## config.mk

```make
export PLATFORM = sky130hd
export DESIGN_NAME = csi_subcarrier_amplitude_unit
export DESIGN_NICKNAME = d
export VERILOG_FILES = /design/src/hdl/csa_pkg.sv /design/src/hdl/csi_subcarrier_amplitude_unit.sv
export SDC_FILE = /design/constraint.sdc
export NUM_CORES = 2
export LEC_CHECK = 0
export BUFFER_PORTS_ARGS = -buffer_cell sky130_fd_sc_hd__buf_2
export CAP_MARGIN = 5
export CELL_PAD_IN_SITES_DETAIL_PLACEMENT = 0
export CELL_PAD_IN_SITES_GLOBAL_PLACEMENT = 1
export CORE_ASPECT_RATIO = 0.6
export CORE_MARGIN = 5
export CORE_UTILIZATION = 45
export CTS_BUF_LIST = sky130_fd_sc_hd__clkbuf_16
export CTS_CLUSTER_DIAMETER = 150
export DETAILED_ROUTE_END_ITERATION = 12
export PLACE_DENSITY_LB_ADDON = 0.1
export SYNTH_ARGS = -nofsm -noshare
export SYNTH_HDL_FRONTEND = slang
export SYNTH_SLANG_ARGS = --single-unit
```

## constraint.sdc

```tcl
create_clock -name clock -period 15.9 [get_ports clock]
set_input_delay 2.385 -clock clock [delete_from_list [all_inputs] [get_ports clock]]
set_output_delay 2.385 -clock clock [all_outputs]
set_load 0.02 [all_outputs]
```

## src/hdl/csa_pkg.sv

```systemverilog
// -----------------------------------------------------------------------------
// csa_pkg
// Constants shared by the sub-carrier amplitude unit: record geometry, slot
// mapping and field widths.
// -----------------------------------------------------------------------------
package csa_pkg;

   localparam int RAW_PAIRS   = 64;
   localparam int USED_SLOTS  = 52;
   localparam int HALF_SLOTS  = 26;
   localparam int NEG_BASE    = 38;

   localparam int PAIR_IDX_W  = $clog2(RAW_PAIRS);
   localparam int COUNT_W     = $clog2(RAW_PAIRS + 1);
   localparam int SLOT_W      = 6;
   localparam int PAIR_W      = 16;
   localparam int SAMPLE_W    = 8;
   localparam int AMP_W       = 16;
   localparam int RAD_W       = 2 * AMP_W;
   localparam int REM_W       = AMP_W + 2;
   localparam int STEP_W      = $clog2(AMP_W);
   localparam int ADDR_W      = 48;
   localparam int SEQ_W       = 32;

   localparam int AMP_MAX     = 46340;

endpackage

```

## src/hdl/csi_subcarrier_amplitude_unit.sv

```systemverilog
// -----------------------------------------------------------------------------
// csi_subcarrier_amplitude_unit
// Collects a channel-state record of signed (imag, real) pairs into a 64-entry
// pair memory and, for a full record from the configured access point, emits
// 52 Q8.8 sub-carrier amplitudes computed by a bit-serial integer square root.
// -----------------------------------------------------------------------------
// Pairs are taken one per cycle while busy is low. On the last pair of a full
// record from the configured access point busy rises and the unit walks the
// pair memory: each amplitude takes a memory read (ST_READ), a square and sum
// (ST_LOAD) and sixteen square-root steps (ST_ROOT), one result bit per step,
// except slot 26 of a record flagged with a bad first word, which repeats
// slot 25. Each result is a single-cycle rsp_valid strobe and cannot be
// stalled; busy falls in the cycle that carries the last slot. Dropped
// records never raise busy.
module csi_subcarrier_amplitude_unit (
   input  logic                              clock,
   input  logic                              reset,
   input  logic                              start,
   output logic                              busy,
   input  logic signed [csa_pkg::SAMPLE_W-1:0] req_imag,
   input  logic signed [csa_pkg::SAMPLE_W-1:0] req_real_req,
   input  logic                              req_first_word_bad,
   input  logic [csa_pkg::ADDR_W-1:0]        req_frame_address,
   input  logic                              req_last_pair,
   output logic                              rsp_valid,
   output logic [csa_pkg::AMP_W-1:0]         rsp_amplitude,
   output logic [csa_pkg::SLOT_W-1:0]        rsp_slot,
   output logic [csa_pkg::SEQ_W-1:0]         rsp_frame_sequence,
   output logic                              rsp_last_slot,
   input  logic                              csr_write_enable,
   input  logic [csa_pkg::ADDR_W-1:0]        csr_write_data
);

   typedef enum logic [1:0] {
      ST_COLLECT,
      ST_READ,
      ST_LOAD,
      ST_ROOT
   } state_type;

   state_type                          state_ff;
   logic [csa_pkg::ADDR_W-1:0]         ap_address_ff;
   logic [csa_pkg::COUNT_W-1:0]        pair_count_ff;
   logic                               flag_bad_ff;
   logic                               address_ok_ff;
   logic [csa_pkg::SEQ_W-1:0]          record_counter_ff;
   logic [csa_pkg::AMP_W-1:0]          prev_amp_ff;
   logic [csa_pkg::SLOT_W-1:0]         slot_ff;
   logic [csa_pkg::STEP_W-1:0]         step_ff;
   logic [csa_pkg::RAD_W-1:0]          rad_ff;
   logic [csa_pkg::REM_W-1:0]          rem_ff;
   logic [csa_pkg::AMP_W-1:0]          root_ff;
   logic                               rsp_valid_ff;
   logic [csa_pkg::AMP_W-1:0]          rsp_amplitude_ff;
   logic [csa_pkg::SLOT_W-1:0]         rsp_slot_ff;
   logic                               rsp_last_ff;

   logic [csa_pkg::PAIR_W-1:0]         pair_mem [csa_pkg::RAW_PAIRS];
   logic [csa_pkg::PAIR_W-1:0]         rd_data_ff;
   logic [csa_pkg::PAIR_IDX_W-1:0]     rd_addr;
   logic                               wr_en;

   logic                               accept;
   logic                               first_pair;
   logic                               address_ok_in;
   logic                               flag_bad_in;
   logic                               store_pair;
   logic [csa_pkg::COUNT_W-1:0]        pair_count_in;
   logic                               record_ok;

   logic signed [csa_pkg::PAIR_W-1:0]  im_sq;
   logic signed [csa_pkg::PAIR_W-1:0]  re_sq;
   logic [csa_pkg::PAIR_W:0]           power;
   logic [csa_pkg::RAD_W-1:0]          rad_in;
   logic [csa_pkg::REM_W+1:0]          rem_shift;
   logic [csa_pkg::REM_W+1:0]          trial;
   logic                               take_bit;
   logic [csa_pkg::REM_W-1:0]          rem_in;
   logic [csa_pkg::AMP_W-1:0]          root_in;
   logic                               last_step;
   logic                               repeat_slot;

   assign busy   = (state_ff != ST_COLLECT);
   assign accept = start && !busy;

   always_comb begin
      first_pair    = (pair_count_ff == '0);
      address_ok_in = first_pair ? (req_frame_address == ap_address_ff) : address_ok_ff;
      flag_bad_in   = first_pair ? req_first_word_bad : flag_bad_ff;
      store_pair    = (pair_count_ff < csa_pkg::COUNT_W'(csa_pkg::RAW_PAIRS));
      pair_count_in = store_pair ? pair_count_ff + 1'b1 : pair_count_ff;
      record_ok     = address_ok_in &&
                      (pair_count_in == csa_pkg::COUNT_W'(csa_pkg::RAW_PAIRS));
      wr_en         = accept && store_pair;
   end

   always_comb begin
      if (slot_ff < csa_pkg::SLOT_W'(csa_pkg::HALF_SLOTS)) begin
         rd_addr = csa_pkg::PAIR_IDX_W'(slot_ff + csa_pkg::SLOT_W'(csa_pkg::NEG_BASE));
      end else begin
         rd_addr = csa_pkg::PAIR_IDX_W'(slot_ff - csa_pkg::SLOT_W'(csa_pkg::HALF_SLOTS - 1));
      end
   end

   always_ff @(posedge clock) begin
      if (wr_en) begin
         pair_mem[pair_count_ff[csa_pkg::PAIR_IDX_W-1:0]] <= {req_imag, req_real_req};
      end
      rd_data_ff <= pair_mem[rd_addr];
   end

   always_comb begin
      im_sq     = $signed(rd_data_ff[csa_pkg::PAIR_W-1:csa_pkg::SAMPLE_W]) *
                  $signed(rd_data_ff[csa_pkg::PAIR_W-1:csa_pkg::SAMPLE_W]);
      re_sq     = $signed(rd_data_ff[csa_pkg::SAMPLE_W-1:0]) *
                  $signed(rd_data_ff[csa_pkg::SAMPLE_W-1:0]);
      power     = {1'b0, unsigned'(im_sq)} + {1'b0, unsigned'(re_sq)};
      rad_in    = {power[csa_pkg::PAIR_W-1:0], {csa_pkg::AMP_W{1'b0}}};
      rem_shift = {rem_ff, rad_ff[csa_pkg::RAD_W-1 -: 2]};
      trial     = {2'b00, root_ff, 2'b01};
      take_bit  = (rem_shift >= trial);
      rem_in    = take_bit ? csa_pkg::REM_W'(rem_shift - trial) : csa_pkg::REM_W'(rem_shift);
      root_in   = {root_ff[csa_pkg::AMP_W-2:0], take_bit};
      last_step = (step_ff == {csa_pkg::STEP_W{1'b1}});
      repeat_slot = flag_bad_ff && (slot_ff == csa_pkg::SLOT_W'(csa_pkg::HALF_SLOTS));
   end

   always_ff @(posedge clock) begin
      if (reset) begin
         state_ff          <= ST_COLLECT;
         ap_address_ff     <= '0;
         pair_count_ff     <= '0;
         flag_bad_ff       <= 1'b0;
         address_ok_ff     <= 1'b0;
         record_counter_ff <= '0;
         prev_amp_ff       <= '0;
         slot_ff           <= '0;
         step_ff           <= '0;
         rsp_valid_ff      <= 1'b0;
         rsp_last_ff       <= 1'b0;
      end else begin
         if (csr_write_enable) begin
            ap_address_ff <= csr_write_data;
         end
         case (state_ff)
            ST_COLLECT: begin
               rsp_valid_ff <= 1'b0;
               if (accept) begin
                  flag_bad_ff   <= flag_bad_in;
                  address_ok_ff <= address_ok_in;
                  pair_count_ff <= req_last_pair ? '0 : pair_count_in;
                  if (req_last_pair && record_ok) begin
                     record_counter_ff <= record_counter_ff + 1'b1;
                     slot_ff           <= '0;
                     state_ff          <= ST_READ;
                  end
               end
            end
            ST_READ: begin
               rsp_valid_ff <= repeat_slot;
               if (repeat_slot) begin
                  rsp_amplitude_ff <= prev_amp_ff;
                  rsp_slot_ff      <= slot_ff;
                  rsp_last_ff      <= 1'b0;
                  slot_ff          <= slot_ff + 1'b1;
               end else begin
                  state_ff <= ST_LOAD;
               end
            end
            ST_LOAD: begin
               rsp_valid_ff <= 1'b0;
               rad_ff       <= rad_in;
               rem_ff       <= '0;
               root_ff      <= '0;
               step_ff      <= '0;
               state_ff     <= ST_ROOT;
            end
            ST_ROOT: begin
               rsp_valid_ff <= last_step;
               rad_ff       <= {rad_ff[csa_pkg::RAD_W-3:0], 2'b00};
               rem_ff       <= rem_in;
               root_ff      <= root_in;
               step_ff      <= step_ff + 1'b1;
               if (last_step) begin
                  rsp_amplitude_ff <= root_in;
                  prev_amp_ff      <= root_in;
                  rsp_slot_ff      <= slot_ff;
                  rsp_last_ff      <= (slot_ff == csa_pkg::SLOT_W'(csa_pkg::USED_SLOTS - 1));
                  if (slot_ff == csa_pkg::SLOT_W'(csa_pkg::USED_SLOTS - 1)) begin
                     state_ff <= ST_COLLECT;
                  end else begin
                     slot_ff  <= slot_ff + 1'b1;
                     state_ff <= ST_READ;
                  end
               end
            end
            default: begin
               rsp_valid_ff <= 1'b0;
               state_ff     <= ST_COLLECT;
            end
         endcase
      end
   end

   assign rsp_valid          = rsp_valid_ff;
   assign rsp_amplitude      = rsp_amplitude_ff;
   assign rsp_slot           = rsp_slot_ff;
   assign rsp_frame_sequence = record_counter_ff;
   assign rsp_last_slot      = rsp_last_ff;

`ifndef NO_ASSERTIONS
   a_strobe_single : assert property (@(posedge clock) disable iff (reset)
      rsp_valid && (rsp_slot != csa_pkg::SLOT_W'(csa_pkg::HALF_SLOTS - 1)) |=> !rsp_valid)
      else $error("results back to back outside the repeated slot");

   a_busy_until_last : assert property (@(posedge clock) disable iff (reset)
      rsp_valid && !rsp_last_slot |-> busy)
      else $error("unit went idle before the last slot");

   a_last_is_final : assert property (@(posedge clock) disable iff (reset)
      rsp_valid && rsp_last_slot |-> (rsp_slot == csa_pkg::SLOT_W'(csa_pkg::USED_SLOTS - 1)))
      else $error("last slot flag on wrong slot");

   a_amp_range : assert property (@(posedge clock) disable iff (reset)
      rsp_valid |-> (rsp_amplitude <= csa_pkg::AMP_W'(csa_pkg::AMP_MAX)))
      else $error("amplitude out of range");

   a_count_range : assert property (@(posedge clock) disable iff (reset)
      pair_count_ff <= csa_pkg::COUNT_W'(csa_pkg::RAW_PAIRS))
      else $error("pair count beyond record size");
`endif

endmodule

```

==> impl_metrics.tcl <==
set metrics [dict create \
    io_pins 175 \
    timing.setup.tns_ns 0 \
    die_h_um 291.7 \
    cp_max_fo 110 \
    drv_cap 0 \
    crit_required_ns 16.35 \
    syn_inst 4668 \
    ir_drop_uv 110.0 \
    numCtsBuffers 117 \
    drc_errors 0 \
    syn_to_final_growth_pct 11.19 \
    netlist_area_mm2 0.05953 \
    clk_latency_ns 0.75 \
    seq_area_frac_synth 0.5982 \
    overflow 0 \
    cts_root_buf "clkbuf_16" \
    rows 103 \
    dp_slack_ns 9.326 \
    status "complete, no violations" \
    min_path_type "flop to flop" \
    antenna_found_initial 6 \
    post-cts-setup-buffer-count 0 \
    yosysWarningCount 0 \
    cp-start-kind "flop" \
    rsz0062_at_grt "false" \
    final_util 0.5036 \
    holdBufCountCts 0 \
    layout_common_cells "1,096 x edfxtp_1, 680 x mux2i_1, 490 x nand2_1" \
    p_total_w 0.006344 \
    crit_arrival_ns 7.34 \
    core_mm2 0.1315 \
    numClockSinks 1231 \
    drv_slew 0 \
    avgSynthCellArea_um2 12.75 \
    endpoint_kind "flop" \
    drtIter0Drc 3351 \
    layout_commonest_cell "edfxtp_1" \
    post-route-period-util 0.4333 \
    h-tree-depth 3 \
    grt_pass1_vias 35690 \
    port_buffers 174 \
    synth_edf_count 1096 \
    worst_slack_ns 9.010 \
    cts_tree "built" \
    fin_area_mm2 0.06619 \
    wire_per_inst_um 24.11 \
    postCtsResizedCells 0 \
    synthDistinctLibCells 68 \
    yosys.area.top_type_share 0.5528 \
    routed_via_density 5.684 \
    max-slew-margin-rel 0.1352 \
    finalCriticalPeriod_ns 6.890 \
    hpwl_um 98900 \
    p_per_area_mw_per_mm2 95.84 \
    p_leak_nw 26.95 \
    synthArstFlopShare 0 \
    vias 37520 \
    die-width_um 479.6 \
    synth-main-ff-cell "edfxtp_1" \
    initial_core_util 0.4529 \
    place.gp.congestion 0.8041 \
    grt_max_degree 221 \
    worst-setup-path-type "flop to flop" \
    max_clock_freq_mhz 145.1 \
    grt_pass1_wl_um 236900 \
    grtUsageTotal 0.2231 \
    finalSetupViolCount 0 \
    yosys.area.top_type "edfxtp_1" \
    fin_skew_ns 0.03660 \
    placed_area_mm2 0.06252 \
    clk_path_buf_depth 3 \
    firstDrtPassIters 6 \
    final_antenna_net_count 0 \
    die-area_mm2 0.1399 \
    synth_seq_cells 1231 \
    hold_viol 0 \
    clk_pin_slew_ns 0.07 \
    layout-drive-gt1-share 0.1073 \
    syn_nets 4985 \
    synth_area_leaders "edfxtp_1 55%, mux2i_1 11%, dfxtp_1 4.5%" \
    nNetsFinal 5080 \
    drt_wl_total_um 159200 \
    tightest_slew_ns 1.296 \
]
-- flip-flops by register name (all words and copies together), names as in the netlist --
register,flops
rsp_last_slot,1
rsp_valid,1
rad_ff,16
rd_data_ff,16
rsp_frame_sequence,32
rem_ff,18
state_ff,2
address_ok_ff,1
pair_mem,1024
rsp_slot,6
rsp_amplitude,16
step_ff,4
pair_count_ff,7
prev_amp_ff,16
flag_bad_ff,1
ap_address_ff,48
root_ff,16
slot_ff,6
-- synthesized netlist by cell type, types with 3 or more instances --
| library cell | count |
|---|---|
| and3_1 | 4 |
| o21ai_0 | 88 |
| a311oi_1 | 128 |
| mux2i_1 | 680 |
| or3_1 | 20 |
| nor2_1 | 246 |
| buf_1 | 47 |
| mux2_1 | 3 |
| a21o_1 | 27 |
| nor2b_1 | 16 |
| xor2_1 | 67 |
| mux2_2 | 5 |
| nand2b_1 | 136 |
| or2_2 | 4 |
| clkinv_1 | 4 |
| o21bai_1 | 3 |
| o21a_1 | 4 |
| a32oi_1 | 17 |
| inv_1 | 164 |
| nor3b_1 | 8 |
| fa_1 | 113 |
| nand2_1 | 491 |
| and4_1 | 3 |
| and2_1 | 38 |
| nor4_1 | 15 |
| a21oi_1 | 263 |
| dfxtp_1 | 135 |
| nor3_1 | 60 |
| a211o_1 | 33 |
| nand3_1 | 42 |
| xnor2_1 | 51 |
| ha_1 | 86 |
| o41ai_1 | 3 |
| a211oi_1 | 166 |
| a31o_2 | 8 |
| nand3b_1 | 5 |
| a31oi_1 | 7 |
| a22o_1 | 65 |
| clkbuf_1 | 265 |
| o211ai_1 | 4 |
| edfxtp_1 | 1096 |
| nand4_1 | 13 |
-- final timing paths --
path                                                  start                     endpoint  slack, ns  depth (start not counted)
worst min register to register  prev_amp_ff[8]$_SDFFE_PP0P_  prev_amp_ff[8]$_SDFFE_PP0P_       0.46                          2
worst max register to register      slot_ff[5]$_SDFFE_PP0P_        rd_data_ff[0]$_DFF_P_       9.01                         12
worst min-delay path            prev_amp_ff[8]$_SDFFE_PP0P_  prev_amp_ff[8]$_SDFFE_PP0P_       0.46                          2
worst max-delay path                slot_ff[5]$_SDFFE_PP0P_        rd_data_ff[0]$_DFF_P_       9.01                         12
-- final cells by class --
class	count	area (um2)
diodes	3	7.507
clock buffers	119	2978
clock inverters	103	674.4
fillers	11380	65260
inverters	168	638.1
multi-input cells	2954	22250
flip-flops and latches	1231	35620
well taps	1732	2167
repair buffers	291	1856
-- where the power goes --
group          switching [W]  total (W)  internal [W]  leakage, nW
registers         0.00000645    0.00353       0.00353         11.0
clock network        0.00124    0.00270       0.00146         1.93
logic              0.0000836   0.000113     0.0000295         14.0
total                0.00133    0.00634       0.00501         27.0
-- metrics by stage --
step                cells  hold slack [ns]
floorplan            4668           0.4064
global placement     6375           0.4434
detailed placement   6375           0.4500
CTS                  6597           0.4587
global route         6598           0.4684
finish               6601           0.4573
-- critical path, cell delays in order, from the launching register on --
cell and delay [ns]:
dfxtp_4 0.46, buf_12 0.24, inv_4 0.61, o211ai_1 0.30, o21ai_4 0.11, buf_4 0.51, buf_12 0.43, buf_4 0.64
buf_4 0.76, mux2i_1 0.18, a22o_1 0.28, o21ai_0 0.84, nand3_1 0.50
-- layer usage --
layer  part of all wire  global-route usage
met5                  0                   0
met4              0.013             0.03485
met3              0.063             0.03742
met2               0.42              0.3113
met1               0.51              0.3672
-- cell families (layout without fill, tap and decap cells) --
family                   after synthesis  in the layout  share of synthesized area
multiplexers                         688            688                     0.1158
buffers and inverters                483            681                    0.03062
XOR/XNOR                             118            118                    0.01736
AND/OR/NAND/NOR                     1117           1117                    0.08583
AO/OA/AOI/OAI                        832            832                    0.09605
adder cells (fa/ha/maj)              199            199                    0.05607
other                                  0              3                          0
flip-flops                          1231           1231                     0.5982
Power figures use the tool's default switching activity.
